<file path="src/hdl/fragmented_mp4_box_splitter_macros.svh">
// ---------------------------------------------------------------------------
// Assertion macros for the fragmented MP4 box splitter.
// Each macro expands to one labelled concurrent assertion, clocked on the
// rising edge and switched off while the asynchronous reset is asserted.
// ---------------------------------------------------------------------------
`ifndef FRAGMENTED_MP4_BOX_SPLITTER_MACROS_SVH
`define FRAGMENTED_MP4_BOX_SPLITTER_MACROS_SVH

// The consequent must hold in the same cycle as the antecedent.
`define FMBS_ASSERT_SAME(label, clk, rst_n, ante, cons) \
	label: assert property (@(posedge clk) disable iff (!rst_n) (ante) |-> (cons)) \
		else $error("fmbs assertion failed");

// The consequent must hold in the cycle after the antecedent.
`define FMBS_ASSERT_NEXT(label, clk, rst_n, ante, cons) \
	label: assert property (@(posedge clk) disable iff (!rst_n) (ante) |=> (cons)) \
		else $error("fmbs assertion failed");

`endif

</file>
<file path="src/hdl/fmbs_pkg.sv">
`timescale 1ns / 1ps
`default_nettype none
// ---------------------------------------------------------------------------
// fmbs_pkg
// Types, box type tags and the box classifier of the fragmented MP4 box
// splitter.
// ---------------------------------------------------------------------------
package fmbs_pkg;

	localparam int unsigned HdrBytes = 8;
	localparam int unsigned ShiftW   = 8 * (HdrBytes - 1);

	typedef logic [3:0]  hdr_cnt_t;
	typedef logic [31:0] box_len_t;
	typedef logic [31:0] box_tag_t;

	localparam box_tag_t TAG_FTYP = 32'h6674_7970;
	localparam box_tag_t TAG_MOOV = 32'h6d6f_6f76;
	localparam box_tag_t TAG_MOOF = 32'h6d6f_6f66;
	localparam box_tag_t TAG_MDAT = 32'h6d64_6174;
	localparam box_tag_t TAG_STYP = 32'h7374_7970;
	localparam box_tag_t TAG_SIDX = 32'h7369_6478;
	localparam box_tag_t TAG_PRFT = 32'h7072_6674;
	localparam box_tag_t TAG_FREE = 32'h6672_6565;

	localparam hdr_cnt_t HDR_LAST = hdr_cnt_t'(HdrBytes - 1);
	localparam hdr_cnt_t HDR_DONE = hdr_cnt_t'(HdrBytes);
	localparam box_len_t MIN_BOX  = box_len_t'(HdrBytes);

	typedef enum logic [2:0] {
		CLS_OTHER = 3'd0,
		CLS_FTYP  = 3'd1,
		CLS_MOOV  = 3'd2,
		CLS_LEAD  = 3'd3,
		CLS_MOOF  = 3'd4,
		CLS_MDAT  = 3'd5
	} box_class_t;

	function automatic box_class_t classify(input box_tag_t box_tag);
		box_class_t cls;
		priority if (box_tag == TAG_FTYP) cls = CLS_FTYP;
		else if (box_tag == TAG_MOOV) cls = CLS_MOOV;
		else if (box_tag == TAG_MOOF) cls = CLS_MOOF;
		else if (box_tag == TAG_MDAT) cls = CLS_MDAT;
		else if (box_tag == TAG_STYP || box_tag == TAG_SIDX ||
				box_tag == TAG_PRFT || box_tag == TAG_FREE) cls = CLS_LEAD;
		else cls = CLS_OTHER;
		return cls;
	endfunction

endpackage
`default_nettype wire

</file>
<file path="src/hdl/fmbs_in_if.sv">
`timescale 1ns / 1ps
`default_nettype none
// ---------------------------------------------------------------------------
// fmbs_in_if
// Byte stream channel into the splitter: valid, ready and one data byte.
// ---------------------------------------------------------------------------
interface fmbs_in_if;
	logic       valid;
	logic       ready;
	logic [7:0] data_byte;

	modport source (output valid, output data_byte, input ready);
	modport sink (input valid, input data_byte, output ready);
endinterface
`default_nettype wire

</file>
<file path="src/hdl/fmbs_out_if.sv">
`timescale 1ns / 1ps
`default_nettype none
// ---------------------------------------------------------------------------
// fmbs_out_if
// Tagged byte channel out of the splitter: the byte and its segment flags.
// ---------------------------------------------------------------------------
interface fmbs_out_if;
	logic       valid;
	logic       ready;
	logic [7:0] out_byte;
	logic       segment_kind;
	logic       segment_end;
	logic       discard;
	logic       malformed;

	modport source (output valid, output out_byte, output segment_kind,
		output segment_end, output discard, output malformed, input ready);
	modport sink (input valid, input out_byte, input segment_kind,
		input segment_end, input discard, input malformed, output ready);
endinterface
`default_nettype wire

</file>
<file path="src/hdl/fragmented_mp4_box_splitter.sv">
`timescale 1ns / 1ps
`default_nettype none
// ---------------------------------------------------------------------------
// fragmented_mp4_box_splitter
// Passes a fragmented MP4 byte stream through and tags every byte with its
// segment, the segment ends, discards and malformed box headers.
// ---------------------------------------------------------------------------
// Channel   Direction  Beat contents
// stream    in         data_byte
// result    out        out_byte, segment_kind, segment_end, discard, malformed
//
// One byte per clock while result does not stall: the box parser updates on
// every accepted beat and its tagged result lands in the output register as that beat is taken.
// The path that sets the rate is the 32-bit box length decrement and compare.
// The stream is taken whenever the output register is empty or being emptied
// in the same cycle, so a stall on result holds back stream only then.
// Reset (arst_n low) returns the parser to the init phase with no open box.
// ---------------------------------------------------------------------------
`include "fragmented_mp4_box_splitter_macros.svh"

module fragmented_mp4_box_splitter
	import fmbs_pkg::*;
(
	input  wire logic  clk,
	input  wire logic  arst_n,
	fmbs_in_if.sink    stream,
	fmbs_out_if.source result
);

	logic              frag_phase_q;
	logic              ftyp_found_q;
	logic              moov_found_q;
	logic              moof_found_q;
	logic [ShiftW-1:0] hdr_shift_q;
	hdr_cnt_t          hdr_cnt_q;
	box_len_t          box_left_q;
	box_class_t        box_class_q;

	logic              frag_phase_d;
	logic              ftyp_found_d;
	logic              moov_found_d;
	logic              moof_found_d;
	logic [ShiftW-1:0] hdr_shift_d;
	hdr_cnt_t          hdr_cnt_d;
	box_len_t          box_left_d;
	box_class_t        box_class_d;

	logic              seg_end;
	logic              disc;
	logic              bad;
	logic              complete;
	box_class_t        cls;

	box_len_t          hdr_size;
	box_tag_t          hdr_tag;

	logic              out_valid_q;
	logic [7:0]        out_byte_q;
	logic              out_kind_q;
	logic              out_end_q;
	logic              out_disc_q;
	logic              out_bad_q;

	logic              accept;

	// On the last header byte the size sits in the older shifted bytes and
	// the type is completed by the incoming byte.
	assign hdr_size = hdr_shift_q[ShiftW-1 -: 32];
	assign hdr_tag  = {hdr_shift_q[23:0], stream.data_byte};

	assign stream.ready = !out_valid_q || result.ready;
	assign accept       = stream.valid && stream.ready;

	always_comb begin
		frag_phase_d = frag_phase_q;
		ftyp_found_d = ftyp_found_q;
		moov_found_d = moov_found_q;
		moof_found_d = moof_found_q;
		hdr_shift_d  = hdr_shift_q;
		hdr_cnt_d    = hdr_cnt_q;
		box_left_d   = box_left_q;
		box_class_d  = box_class_q;
		seg_end      = 1'b0;
		disc         = 1'b0;
		bad          = 1'b0;
		complete     = 1'b0;
		cls          = box_class_q;

		if (hdr_cnt_q < HDR_DONE) begin
			hdr_shift_d = {hdr_shift_q[ShiftW-9:0], stream.data_byte};
			hdr_cnt_d   = hdr_cnt_q + hdr_cnt_t'(1);
			if (hdr_cnt_q == HDR_LAST) begin
				if (hdr_size < MIN_BOX) begin
					bad = 1'b1;
					disc = 1'b1;
					if (frag_phase_q) begin
						moof_found_d = 1'b0;
					end else begin
						ftyp_found_d = 1'b0;
						moov_found_d = 1'b0;
					end
					hdr_cnt_d   = '0;
					hdr_shift_d = '0;
					box_left_d  = '0;
					box_class_d = CLS_OTHER;
				end else begin
					cls         = classify(hdr_tag);
					box_class_d = cls;
					box_left_d  = hdr_size - MIN_BOX;
					complete    = (hdr_size == MIN_BOX);
				end
			end
		end else begin
			if (box_left_q != '0) begin
				box_left_d = box_left_q - box_len_t'(1);
			end
			complete = (box_left_q == box_len_t'(1)) || (box_left_q == '0);
		end

		if (complete) begin
			hdr_cnt_d   = '0;
			hdr_shift_d = '0;
			if (!frag_phase_q) begin
				if (!ftyp_found_q && cls == CLS_FTYP) begin
					ftyp_found_d = 1'b1;
				end else if (!moov_found_q && cls == CLS_MOOV) begin
					moov_found_d = 1'b1;
				end
				if (ftyp_found_d && moov_found_d) begin
					seg_end      = 1'b1;
					frag_phase_d = 1'b1;
					moof_found_d = 1'b0;
				end
			end else if (!moof_found_q) begin
				if (cls == CLS_MOOF) begin
					moof_found_d = 1'b1;
				end else if (cls != CLS_LEAD) begin
					disc = 1'b1;
				end
			end else if (cls == CLS_MDAT) begin
				seg_end      = 1'b1;
				moof_found_d = 1'b0;
			end
			box_class_d = CLS_OTHER;
		end
	end

	always_ff @(posedge clk or negedge arst_n) begin
		if (!arst_n) begin
			frag_phase_q <= 1'b0;
			ftyp_found_q <= 1'b0;
			moov_found_q <= 1'b0;
			moof_found_q <= 1'b0;
			hdr_shift_q  <= '0;
			hdr_cnt_q    <= '0;
			box_left_q   <= '0;
			box_class_q  <= CLS_OTHER;
		end else if (accept) begin
			frag_phase_q <= frag_phase_d;
			ftyp_found_q <= ftyp_found_d;
			moov_found_q <= moov_found_d;
			moof_found_q <= moof_found_d;
			hdr_shift_q  <= hdr_shift_d;
			hdr_cnt_q    <= hdr_cnt_d;
			box_left_q   <= box_left_d;
			box_class_q  <= box_class_d;
		end
	end

	always_ff @(posedge clk or negedge arst_n) begin
		if (!arst_n) begin
			out_valid_q <= 1'b0;
		end else if (accept) begin
			out_valid_q <= 1'b1;
		end else if (result.ready) begin
			out_valid_q <= 1'b0;
		end
	end

	always_ff @(posedge clk) begin
		if (accept) begin
			out_byte_q <= stream.data_byte;
			out_kind_q <= frag_phase_q;
			out_end_q  <= seg_end;
			out_disc_q <= disc;
			out_bad_q  <= bad;
		end
	end

	assign result.valid        = out_valid_q;
	assign result.out_byte     = out_byte_q;
	assign result.segment_kind = out_kind_q;
	assign result.segment_end  = out_end_q;
	assign result.discard      = out_disc_q;
	assign result.malformed    = out_bad_q;

	// A beat taken in always leaves a result waiting on the next cycle.
	`FMBS_ASSERT_NEXT(a_accept_gives_result, clk, arst_n, accept, out_valid_q)
	// A byte flagged malformed is always flagged discard as well.
	`FMBS_ASSERT_SAME(a_malformed_discards, clk, arst_n, out_valid_q && out_bad_q, out_disc_q)
	// A segment is never both emitted and dropped on the same byte.
	`FMBS_ASSERT_SAME(a_end_not_discard, clk, arst_n, out_valid_q && out_end_q, !out_disc_q)
	// Once in fragment phase the parser never returns to init phase.
	`FMBS_ASSERT_SAME(a_phase_sticky, clk, arst_n, 1'b1, !$fell(frag_phase_q))
	// The header counter never runs past a full header.
	`FMBS_ASSERT_SAME(a_hdr_cnt_range, clk, arst_n, 1'b1, hdr_cnt_q <= HDR_DONE)

endmodule
`default_nettype wire
</file>
<file path="src/flat_wrapper.sv">
// flat-port wrapper written by rule: the top's interface ports become plain ports
module fragmented_mp4_box_splitter_flat import fmbs_pkg::*;
  (clk, arst_n, stream_valid, stream_data_byte, stream_ready, result_valid, result_out_byte, result_segment_kind, result_segment_end, result_discard, result_malformed, result_ready);
  fmbs_in_if stream_i ();
  fmbs_out_if result_i ();
  input  wire logic clk;
  input  wire logic arst_n;
  input wire logic [$bits(stream_i.valid)-1:0] stream_valid;
  input wire logic [$bits(stream_i.data_byte)-1:0] stream_data_byte;
  output wire logic [$bits(stream_i.ready)-1:0] stream_ready;
  output wire logic [$bits(result_i.valid)-1:0] result_valid;
  output wire logic [$bits(result_i.out_byte)-1:0] result_out_byte;
  output wire logic [$bits(result_i.segment_kind)-1:0] result_segment_kind;
  output wire logic [$bits(result_i.segment_end)-1:0] result_segment_end;
  output wire logic [$bits(result_i.discard)-1:0] result_discard;
  output wire logic [$bits(result_i.malformed)-1:0] result_malformed;
  input wire logic [$bits(result_i.ready)-1:0] result_ready;
  assign stream_i.valid = stream_valid;
  assign stream_i.data_byte = stream_data_byte;
  assign stream_ready = stream_i.ready;
  assign result_valid = result_i.valid;
  assign result_out_byte = result_i.out_byte;
  assign result_segment_kind = result_i.segment_kind;
  assign result_segment_end = result_i.segment_end;
  assign result_discard = result_i.discard;
  assign result_malformed = result_i.malformed;
  assign result_i.ready = result_ready;
  fragmented_mp4_box_splitter u_core (.clk(clk), .arst_n(arst_n), .stream(stream_i), .result(result_i));
endmodule
</file>
<file path="config.mk">
export PLATFORM = sky130hd
export DESIGN_NAME = fragmented_mp4_box_splitter_flat
export DESIGN_NICKNAME = d
export VERILOG_FILES = /design/src/hdl/fmbs_pkg.sv /design/src/hdl/fmbs_in_if.sv /design/src/hdl/fmbs_out_if.sv /design/src/hdl/fragmented_mp4_box_splitter.sv /design/src/flat_wrapper.sv
export VERILOG_INCLUDE_DIRS = /design/src /design/src/hdl
export SDC_FILE = /design/constraint.sdc
export NUM_CORES = 1
export LEC_CHECK = 0
export ABC_CLOCK_PERIOD_IN_PS = 2800
export BUFFER_PORTS_ARGS = -buffer_cell sky130_fd_sc_hd__buf_4
export CAP_MARGIN = 20
export CORE_MARGIN = 10
export CORE_UTILIZATION = 50
export DETAILED_ROUTE_END_ITERATION = 8
export PLACE_DENSITY_LB_ADDON = 0.3
export RECOVER_POWER = 25
export SLEW_MARGIN = 5
export SYNTH_ARGS = -nofsm -noshare
export SYNTH_HDL_FRONTEND = slang
export SYNTH_SLANG_ARGS = --single-unit
</file>
<file path="constraint.sdc">
create_clock -name clk -period 2.8 [get_ports clk]
set_input_delay 0.14 -clock clk [delete_from_list [all_inputs] [get_ports clk]]
set_output_delay 0.14 -clock clk [all_outputs]
set_load 0.02 [all_outputs]
</file>
# --- Word-level counts from Yosys, hierarchy flattened ---
# Index checks and enable logic that the tools add are counted.
totals:
  ff_bits: 112
  inputBits: 12
  out_inout_bits: 14
  wordCells: 129
op_classes:
  n_addsub: 3
  magnitude_cmp: 2
  n_eq_ne: 17
  muxes: 71
  reduce_logical: 22
ops:
  columns: ["operator", "n"]
  rows:
  - ["== test 32 x 31 -> 1 bit, second input constant", 8]
  - ["2-to-1 mux 56 bit", 4]
  - ["2-to-1 mux 32 bit", 4]
  - ["2-to-1 mux 1 bit", 47]
  - ["2-to-1 mux 3 bit", 11]
  - ["== test 32 x 1 -> 1 bit, second input constant", 1]
  - ["== test 32 x 4 -> 1 bit, second input constant", 1]
  - ["logical NOT 32 bit", 1]
  - ["less-than comparator 32 x 4 -> 1 bit, second input constant", 1]
  - ["nonzero test 32 bit", 1]
  - ["subtractor 32 x 1 -> 32 bit, second input constant", 1]
  - ["subtractor 32 x 4 -> 32 bit, second input constant", 1]
  - ["2-to-1 mux 4 bit", 4]
  - ["nonzero test 2 bit", 4]
  - ["== test 3 bit, second input constant", 2]
  - ["AND reduction 3 bit", 2]
  - ["logical OR 1 bit", 5]
  - ["adder 4 x 1 -> 4 bit, second input constant", 1]
  - ["== test 4 x 3 -> 1 bit, second input constant", 1]
  - ["logical AND 1 bit", 4]
  - ["less-than comparator 4 bit, second input constant", 1]
  - ["AND reduction 2 bit", 2]
  - ["== test 3 x 1 -> 1 bit, second input constant", 1]
  - ["== test 3 x 2 -> 1 bit, second input constant", 1]
  - ["other kinds (4)", 6]

# --- Logic depth before layout (Yosys ltp) ---
# Gate-level depths: netlist (run 1).
depth:
  depth_word: 22
  ltp_mapped: 11
  depth_no_buf: 10

# --- Worst setup path before layout (run 1) ---
# OpenSTA, ideal clock, no wires.
synth_path:
  kind: "register to register"
  startpoint: "register u_core.box_left_q[0]"
  endpoint: "register u_core.box_left_q[30]"
  setup_ns: 0.076
  arrival_ns: 2.488
  required_time_ns: 2.724
  path_slack_ns: 0.235
  path_stages_with_launch: 11
  n_path_buf: 0
  synth_period_minus_slack_ns: 2.565
  cell_sequence: "dfrtp_1 -> inv_1 -> ha_1 -> or3b_2 -> nor2_1 -> nand3_2 -> nor3_4 -> nand2_2 -> or3_1 -> o32a_1 -> o21ai_1"
synth_via:
  elab_chain_cells: 3
  word_cells_on_any_way: 6
  cone_classes: "1 x add/sub; 2 x mux; 3 x reduce/logical"
synth_lines:
  columns: ["item", "line", "rtl"]
  rows:
  - ["from (decl)", "fragmented_mp4_box_splitter.sv:36", "box_len_t box_left_q;"]
  - ["from (signal assigned)", "fragmented_mp4_box_splitter.sv:165", "box_left_q <= box_left_d;"]
  - ["subtractor 32 x 1 -> 32 bit or nonzero test 32 bit (tied branches)", "fragmented_mp4_box_splitter.sv:115, fragmented_mp4_box_splitter.sv:114", null]
  - ["2-to-1 mux 32 bit or nonzero test 2 bit (tied branches)", null, null]
  - ["2-to-1 mux 32 bit or AND reduction 3 bit (tied branches)", null, null]
# Parallel ways exist; a longest one is shown, timed or not. The select of a mux whose other input is x is not followed.
# A chain may end at the register's enable or synchronous reset.

# --- Worst setup path after layout (run 1) ---
layout_path:
  startpoint: "register u_core.box_left_q[27]"
  endpoint: "register u_core.hdr_shift_q[5]"
layout_via:
  elab_chain_cells: 5
  word_cells_on_any_way: 7
  cone_classes: "1 x eq/ne; 2 x mux; 4 x reduce/logical"
layout_lines:
  columns: ["item", "line", "rtl"]
  rows:
  - ["== test 32 x 1 -> 1 bit or logical NOT 32 bit (tied branches)", "fragmented_mp4_box_splitter.sv:117", "complete = (box_left_q == box_len_t'(1)) || (box_left_q == '0);"]
  - ["logical OR 1 bit *", "fragmented_mp4_box_splitter.sv:117", null]
  - ["2-to-1 mux 1 bit *", "fragmented_mp4_box_splitter.sv:89", "if (hdr_cnt_q < HDR_DONE) begin"]
  - ["nonzero test 2 bit (no source line)", null, null]
  - ["AND reduction 2 bit (no source line)", null, null]
  - ["to (signal assigned)", "fragmented_mp4_box_splitter.sv:163", "hdr_shift_q <= hdr_shift_d;"]
  - ["to (decl)", "fragmented_mp4_box_splitter.sv:34", "logic [ShiftW-1:0] hdr_shift_q;"]
# Every way passes the cells marked *; elsewhere a longest branch is shown, timed or not.

==> metrics.txt, run 1 <==
Placed Cells=955; Reg power frac=0.505; Net Count, Synth=768; final design utilization=0.596; switch share=0.300; num rows=41; setup TNS=0 ns; Avg Inst Size Synth=8.49 um^2; library cells used by synthesis=70; Hold Path Class=in -> reg; Remaining DRCs=0; Post-synth EDFFs=12; R2R Setup Slk=0.08 ns; Reg2Reg Depth=8; CTS Buf Count=9; Sw Pwr=0.00113 W; drt pass-1 iters=5; largest family of logic cells by synthesized area=simple AND/OR/NAND/NOR gates; Rel. slew slack=0.112; core box area=12600 um^2; Arr. time, crit path=3.02 ns; routed len/inst=around 17 um; Initial Utilization=0.508; die area=about 18000 um^2; CTS tree=built; CTS sink cnt=112; worst setup path end=u_core.hdr_shift_q[5]; Finished Cell Area=roughly 7500 um^2; Layout Nets=818; CP Class=reg -> reg; CP required=3.10 ns; Synth warnings=0; Finished Layout Cells=about 1000; PortBufs=25; Int Power=between 0.002 and 0.003 W; worst r2r dst=u_core.hdr_shift_q[5]; Post-DRT Antenna Nets=0; dpl hpwl=11800 um; Antenna Cells=0; status=finished clean; Clk pwr share=0.344; Worst-path clk slew=about 0.08 ns; Worst Skew=0.0117 ns; ys flop type=dfrtp_1; global-route wire length before repair=28100 um; adder and majority gate portion of the synthesized area=0.00784; crit path from=u_core.box_left_q[27]; setup violators final=0; P_leak=~3.4 nW; share of cells above drive strength 1=0.150; Mapped Area=6380 um^2; Compound-Gate Fraction of Synth Area=0.149; ys async rst share=0.893; H-Tree Depth=3; total congestion overflow=0; Max Transition Viols Final=0; Post-Synthesis Cells=approximately 750; mux cell area share after synthesis=0.00490; crit path capture type=flop; root buffer cell=clkbuf_16; DRT iter0 DRCs=515; most frequent cells in the layout=172 x nand2_1, 98 x dfrtp_1, 64 x nand3_1, 64 x buf_4, 58 x o21ai_0; WL final=16900 um; VDD IR max=0.338 mV; startpoint types=flop; crit-path max FO=58; Tightest Pin Transition=between 1 and 1.5 ns; Critical R2R Launch=u_core.box_left_q[27]; fin crit period=2.72 ns; register bit total from synthesis=112; placed instance area=7040 um^2; routability cong.=between 0.8 and 0.9; Post-Synth XOR/XNOR Area=0.0343; post-synthesis simple-gate area fraction=0.320; Fin. Hold Viols=0; max cap viols=0; CP max stage cell=or4_1; Die H=133 um; PwrDens=just over 500 nW/um^2; IO Pins=26; combinational power share=0.151; Seq/Total Area, Yosys=0.448; initial antenna violation count=0; commonest non-fill, non-tap cell in the layout=nand2_1; crit path cell chain=or4_1, or2_4, nor4b_4, a32oi_2, a21oi_4, buf_12, nand3_1, nand2_1; Worst path max stage delay=0.57 ns; Max Clk Rate=between 300 and 400 MHz; Longest Clk Path Bufs=2; WHS=0.0859 ns; Global Route Usage Sum=0.189; Die X=133 um; pin count of the biggest net entering global routing=59; vias in the first global route=5725; period utilization=0.971; Area Overhead vs Synth=17.3%; worst skew pair latency=between 0.3 and 0.4 ns; Vias/cell=5.99; routed via count=5860
cells in the mapped netlist (all sizes together) (7+ instances only):
| master | number | area, um^2 |
|---|---|---|
| a21oi | 26 | 134 |
| xnor2 | 7 | 61.3 |
| o21ai | 61 | 305 |
| dfrtp | 100 | 2500 |
| nand3 | 65 | 330 |
| nand2 | 173 | 652 |
| a22o | 10 | 87.6 |
| clkbuf | 29 | 109 |
| nor3 | 27 | 158 |
| nand4 | 8 | 50.1 |
| nor4 | 15 | 121 |
| buf | 12 | 68.8 |
| nor4b | 7 | 76.3 |
| inv | 13 | 48.8 |
| or3 | 10 | 62.6 |
| edfxtp | 12 | 360 |
| o22ai | 9 | 62.6 |
| a32oi | 7 | 61.3 |
| or4 | 10 | 75.1 |
| nor2 | 45 | 169 |
| a31oi | 10 | 62.6 |
| xor2 | 18 | 158 |
power groups by stage:
stage | Combinational, W | Clock [W] | Sequential [W]
floorplan | 0.000374 | 0 | 0.00191
global placement | 0.000531 | 0 | 0.00192
detailed placement | 0.000547 | 0 | 0.00193
CTS | 0.000557 | 0.00133 | 0.00190
global route | 0.000643 | 0.00139 | 0.00193
finish | 0.000568 | 0.00130 | 0.00190
kinds of logic after synthesis:
kind of cell	count (synthesis)
simple gates	404
xor+xnor	25
buf+inv	54
compound gates	150
fa+ha+maj	4
flops	112
mux	3
what timing repair did:
| action | in CTS | in global routing |
|---|---|---|
| endpoints found under the setup margin | 0 | 50 |
| hold buffers | 7 | 0 |
| hold endpoints to repair | 56 | 0 |
| resized for setup | 0 | 17 |
| setup buffers | 0 | 1 |
state kept, by name, indices dropped and copies added, names as in the netlist, 3 cells and up:
name	cells
u_core.box_class_q	3
u_core.result.out_byte	8
u_core.box_left_q	32
u_core.hdr_cnt_q	4
u_core.hdr_shift_q	56
layout make-up:
class	count	area, um^2
clock buffers	10	239
well taps	172	215
fillers	1096	5080
clock inverters	6	65.1
repair buffers	80	651
multi-input cells	586	3410
flip-flops and latches	112	2870
inverters	13	48.8
worst min path at each step:
stage | from | to | slack [ns] | depth (start not counted)
finish | result_ready | u_core.result.valid | 0.09 | 3
global route | result_ready | u_core.result.valid | 0.12 | 3
CTS | stream_data_byte[7] | u_core.result.out_byte[7] | 0.01 | 1
detailed placement | arst_n | u_core.box_left_q[28] | 0.21 | 1
global placement | arst_n | u_core.box_left_q[28] | 0.21 | 1
floorplan | arst_n | u_core.box_class_q[0] | -0.16 | 0
layer usage:
metal	routed length, um	GRT usage
met1	7470	0.247
met2	8270	0.308
met3	802	0.0337
met4	315	0.0672
met5	0	0
per-stage QoR:
step,power [W],worst slack (ns)
global route,0.00396,-0.0155
global placement,0.00245,0.0779
floorplan,0.00228,0.235
finish,0.00377,0.0814
CTS,0.00378,0.0171
detailed placement,0.00248,0.0342
worst max-delay path: cells and delay by family, from the launching register on:
| family | cells | cell delay [ns] |
|---|---|---|
| AND/OR/NAND/NOR | 5 | 1.45 |
| AO/OA/AOI/OAI | 2 | 0.51 |
| flip-flops | 1 | 0.39 |
| buffers and inverters | 1 | 0.27 |
(Power assumes the default switching activity.)
==> run 2: changes to the inputs <==
--- a/config.mk
+++ b/config.mk
@@ -11,6 +11,7 @@
 export CAP_MARGIN = 20
 export CORE_MARGIN = 10
 export CORE_UTILIZATION = 50
+export CTS_BUF_LIST = sky130_fd_sc_hd__clkbuf_8
 export DETAILED_ROUTE_END_ITERATION = 8
 export PLACE_DENSITY_LB_ADDON = 0.3
 export RECOVER_POWER = 25
==> run 2 against run 1 <==
Effect of this change: maximum frequency up 0.14%; count of clock-buffer cells in the layout unchanged; die area unchanged; via count up 1.4%; non-clock buffer count up 5; setup slack better by 0.0039 ns; worst hold slack worse by 0.045 ns; register-to-register slack about the same; critical path depth unchanged; sequential share of layout area up 0.22 points; critical path type unchanged; largest cell class unchanged; highest routed layer unchanged.
==> metrics.txt, run 2 (synthesis gave the netlist of run 1 again) <==
max reg flops=56; CP max stage cell=or4_1; status=finished clean; Vias/cell=6.04; core box area=12600 um^2; Arr. time, crit path=approximately 3 ns; Die X=roughly 130 um; commonest non-fill, non-tap cell in the layout=nand2_1; global-route wire length before repair=28000 um; Remaining DRCs=0; register area=2870 um^2; Worst path max stage delay=about 0.57 ns; CP required=3.07 ns; Area Overhead vs Synth=16.7%; Finished Layout Cells=984; Worst Skew=0.0215 ns; period utilization=0.970; routability cong.=~0.9; CP Class=reg -> reg; vias in the first global route=5694; Worst-path clk slew=0.12 ns; Antenna Cells=0; cell depth of the worst hold path=3; fillers=1100; initial antenna violation count=0; H-Tree Depth=3; Critical R2R Launch=u_core.box_left_q[27]; DRT iter0 DRCs=546; PwrDens=466 nW/um^2; crit path from=u_core.box_left_q[27]; Rel. slew slack=0.400; startpoint types=flop; crit path capture type=flop; Tightest Pin Transition=0.896 ns; P_leak=~3.4 nW; CTS sink cnt=112; max cap viols=0; largest reg by FF count=u_core.hdr_shift_q; root buffer cell=clkbuf_8; num rows=41; crit-path max FO=8; Max Clk Rate=around 370 MHz; dpl hpwl=roughly 12000 um; Reg2Reg Depth=8; total congestion overflow=0; pin count of the biggest net entering global routing=59; share of cells above drive strength 1=0.154; IO Pins=26; routed len/inst=17.0 um; fin crit period=around 2.7 ns; PortBufs=25; Placed Cells=~960; Fin. Hold Viols=0; worst skew pair latency=0.41 ns; Initial Utilization=0.508; Global Route Usage Sum=0.189; hold path start=result_ready; die area=17700 um^2; routed via count=5944; VDD IR max=between 0.2 and 0.3 mV; drt pass-1 iters=5; Layout Nets=about 800; final design utilization=0.593; setup violators final=0; unrepaired setup endpoints after global routing=yes; WL final=16700 um; most frequent cells in the layout=172 x nand2_1, 97 x dfrtp_1, 69 x buf_4; Post-DRT Antenna Nets=0; CTS tree=built; Max Transition Viols Final=0; combined area of the multi-input logic cells=3410 um^2; Longest Clk Path Bufs=2; Die H=133 um; CTS Buf Count=9; Hold Path Class=in -> reg; crit path cell chain=or4_1, or2_4, nor4b_4, buf_4, a31o_4, nand2_1, nor4b_1, a41o_1
-- run 2: final cells by class --
class                      count  share of cell area
inverter                      13             0.00655
clock buffer                  10              0.0185
multi-input combinational    586               0.458
sequential                   112               0.385
clock inverter                 6             0.00873
tap                          172              0.0289
timing repair buffer          85              0.0947
-- run 2: worst max-delay path, delay by kind of cell, from the launching register on --
kind	cells	cell delay (ns)
AO/OA/AOI/OAI	2	0.38
flip-flops	1	0.40
AND/OR/NAND/NOR	5	1.59
buffers and inverters	1	0.21
-- run 2: stage by stage --
| step | hold WS, ns | area, um^2 | power, W | setup WS (ns) | setup TNS [ns] |
|---|---|---|---|---|---|
| floorplan | -0.156 | 6380 | 0.00228 | 0.235 | 0 |
| global placement | 0.212 | 7040 | 0.00245 | 0.0779 | 0 |
| detailed placement | 0.215 | 7040 | 0.00248 | 0.0342 | 0 |
| CTS | 0.0316 | 7340 | 0.00347 | 0.0126 | 0 |
| global route | 0.0625 | 7450 | 0.00366 | -0.00466 | -0.00833 |
| finish | 0.0405 | 7450 | 0.00347 | 0.0853 | 0 |
-- run 2: power by group --
part           leakage [nW]  internal, W  switching (W)
logic                  1.82     0.000237       0.000346
clock network         0.103     0.000370       0.000610
registers              1.44      0.00176       0.000141
total                  3.36      0.00237        0.00110
-- run 2: path summary, 6_finish.rpt --
path	slack (ns)	to
max	0.09	u_core.result.segment_end
min	0.04	u_core.result.valid
max reg2reg	0.09	u_core.result.segment_end
min reg2reg	0.50	u_core.hdr_shift_q[7]
max in group asynchronous	1.68	u_core.hdr_shift_q[1]
min in group asynchronous	0.31	u_core.box_left_q[19]
-- run 2: layer usage --
layer | wire, um | up-vias | share of wire | global-route usage
met1 | 7380 | 2886 | 0.44 | 0.247
met3 | 822 | 29 | 0.049 | 0.0341
li1 | - | 2818 | - | -
met4 | 318 | 0 | 0.019 | 0.0691
met2 | 8220 | 211 | 0.49 | 0.307
met5 | 0 | - | 0 | 0
-- run 2: what timing repair did --
item | in CTS | in global routing
setup endpoints to repair | 0 | 58
endpoints found under the hold margin | 63 | 0
buffers inserted | 0 | 3
resized for setup | 0 | 18
hold buffers | 10 | 0
==> run 3: changes to the inputs <==
--- a/config.mk
+++ b/config.mk
@@ -6,7 +6,7 @@
 export SDC_FILE = /design/constraint.sdc
 export NUM_CORES = 1
 export LEC_CHECK = 0
-export ABC_CLOCK_PERIOD_IN_PS = 2800
+export ABC_CLOCK_PERIOD_IN_PS = 2350
 export BUFFER_PORTS_ARGS = -buffer_cell sky130_fd_sc_hd__buf_4
 export CAP_MARGIN = 20
 export CORE_MARGIN = 10
==> constraint.sdc (replaced) <==
create_clock -name clk -period 2.35 [get_ports clk]
set_input_delay 0.1175 -clock clk [delete_from_list [all_inputs] [get_ports clk]]
set_output_delay 0.1175 -clock clk [all_outputs]
set_load 0.02 [all_outputs]
==> run 3 against run 2 <==
Effect of this change: highest routed layer unchanged; via count rose by 25%; setup slack got worse by 0.46 ns; total power grew 35%; critical path depth grew 2; worst hold slack better by 0.0017 ns; register-to-register slack worse by 0.46 ns; count of clock-buffer cells in the layout fell by 1; flip-flop and latch count unchanged; largest cell class unchanged; the flow now finishes with violations (setup timing); combinational power up 96%; final cell count up 16%.
==> metrics.txt, run 3 (synthesis gave the netlist of run 1 again) <==
status=finished, violations left; violated checks=setup timing; worst r2r dst=u_core.result.discard; final setup margin=-0.371 ns; routed len/inst=22.5 um; Worst Skew=0.0205 ns; Longest Clk Path Bufs=2; fillers=728; Max Clk Rate=367 MHz; WL final=25600 um; Antenna Cells=0; crit path cell chain=or4_4, or2_4, nor4b_4, buf_6, a31o_4, buf_12, buf_4, nand3b_1, o21ai_1, a21o_1; PortBufs=25; max reg flops=56; Global Route Usage Sum=0.234; Rel. slew slack=0.178; num rows=slightly above 40; Layout Nets=976; Worst-path clk slew=about 0.12 ns; dpl hpwl=13500 um; H-Tree Depth=3; worst skew pair latency=between 0.4 and 0.5 ns; crit path capture type=flop; P_leak=4.36 nW; CTS sink cnt=112; period utilization=1.16; hold path start=result_ready; pin count of the biggest net entering global routing=44; VDD IR max=0.426 mV; switch share=0.314; Arr. time, crit path=3.01 ns; die area=17700 um^2; CP required=2.64 ns; cell depth of the worst hold path=3; CTS Buf Count=9; DRT iter0 DRCs=1001; commonest non-fill, non-tap cell in the layout=buf_4; unrepaired setup endpoints after global routing=yes; Die H=133 um; routed via count=about 7400; max cap viols=0; Worst path max stage delay=0.54 ns; Area Overhead vs Synth=51.6%; Hold Path Class=in -> reg; most frequent cells in the layout=168 x buf_4, 148 x nand2_1, 100 x dfrtp_1; Reg power frac=0.476; drt pass-1 iters=6; fin crit period=2.72 ns; largest reg by FF count=u_core.hdr_shift_q; setup violators final=97; root buffer cell=clkbuf_8; Int Power=0.00321 W; Remaining DRCs=0; Sw Pwr=0.00147 W; startpoint types=flop; Vias/cell=between 6 and 7; CP Class=reg -> reg; Tightest Pin Transition=1.23 ns; CP max stage cell=or4_4; crit-path max FO=5; core box area=12600 um^2; Fin. Hold Viols=0; global-route wire length before repair=34200 um; IO Pins=26; Die X=133 um; Endpoint, Worst Hold=u_core.result.valid; Critical R2R Launch=u_core.box_left_q[24]; share of cells above drive strength 1=0.400; vias in the first global route=around 6700; Post-DRT Antenna Nets=0; Reg2Reg Depth=10; crit path from=u_core.box_left_q[24]; combinational power share=0.244; Final Power=0.00468 W; PwrDens=484 nW/um^2; Max Transition Viols Final=0; Placed Cells=1065; Finished Layout Cells=1137; Clk pwr share=0.280; R2R Setup Slk=-0.37 ns; total congestion overflow=0; Initial Utilization=0.508; routability cong.=~0.95; initial antenna violation count=0; CTS tree=built
==> run 3: repair_timing <==
action / CTS / global route
hold buffers: 5 / 2
pin swaps: 35 / 127
gates cloned: 8 / 12
setup buffers: 18 / 13
hold endpoints to repair: 47 / 3
endpoints found under the setup margin: 73 / 92
gates resized for setup: 59 / 163
==> run 3: per-stage QoR <==
stage	setup slack (ns)	util	cell area (um^2)	setup TNS (ns)	hold WS, ns
2_1_floorplan	-0.130	-	6440	-3.30	-0.178
3_3_place_gp	-0.229	0.631	7930	-8.91	0.151
3_5_place_dp	-0.253	0.631	7930	-12.98	0.156
4_1_cts	-0.241	0.698	8780	-12.66	-0.0478
5_1_grt	-0.461	0.770	9680	-31.52	0.0628
6_report	-0.371	0.770	9680	-26.57	0.0422
==> run 3: final cells by class <==
cell class,count,area (um^2),area share
multi-input combinational,586,4070,0.421
sequential,112,2860,0.296
timing repair buffer,238,2270,0.234
tap,172,215,0.0222
clock buffer,9,124,0.0128
clock inverter,7,88.8,0.00918
inverter,13,48.8,0.00504
==> run 3: how the worst max path moves through the flow <==
stage	slack [ns]	cells past startpoint	endpoint
CTS	-0.24	8	u_core.moof_found_q
global route	-0.46	8	u_core.result.discard
floorplan	-0.13	8	u_core.moof_found_q
finish	-0.37	10	u_core.result.discard
global placement	-0.23	9	u_core.result.discard
detailed placement	-0.25	9	u_core.result.segment_end
==> run 3: metal layers <==
metal	share of wire	GRT usage	vias to the layer above
li1	-	-	3123
met1	0.35	0.279	3537
met2	0.49	0.400	578
met3	0.089	0.0428	200
met4	0.074	0.111	0
met5	0	0	-
==> run 3: power by group through the flow <==
stage / clock network [W] / registers [W] / logic, W
2_1_floorplan: 0 / 0.00227 / 0.000460
3_3_place_gp: 0 / 0.00225 / 0.000877
3_5_place_dp: 0 / 0.00226 / 0.000919
4_1_cts: 0.00128 / 0.00222 / 0.000955
5_1_grt: 0.00138 / 0.00225 / 0.00122
6_report: 0.00131 / 0.00223 / 0.00114
==> run 3: worst max-delay path: cells and delay by family (launching register included) <==
family | cells | cell delay, ns
AO/OA/AOI/OAI | 3 | 0.59
flip-flops | 1 | 0.40
AND/OR/NAND/NOR | 4 | 1.23
buffers and inverters | 3 | 0.38
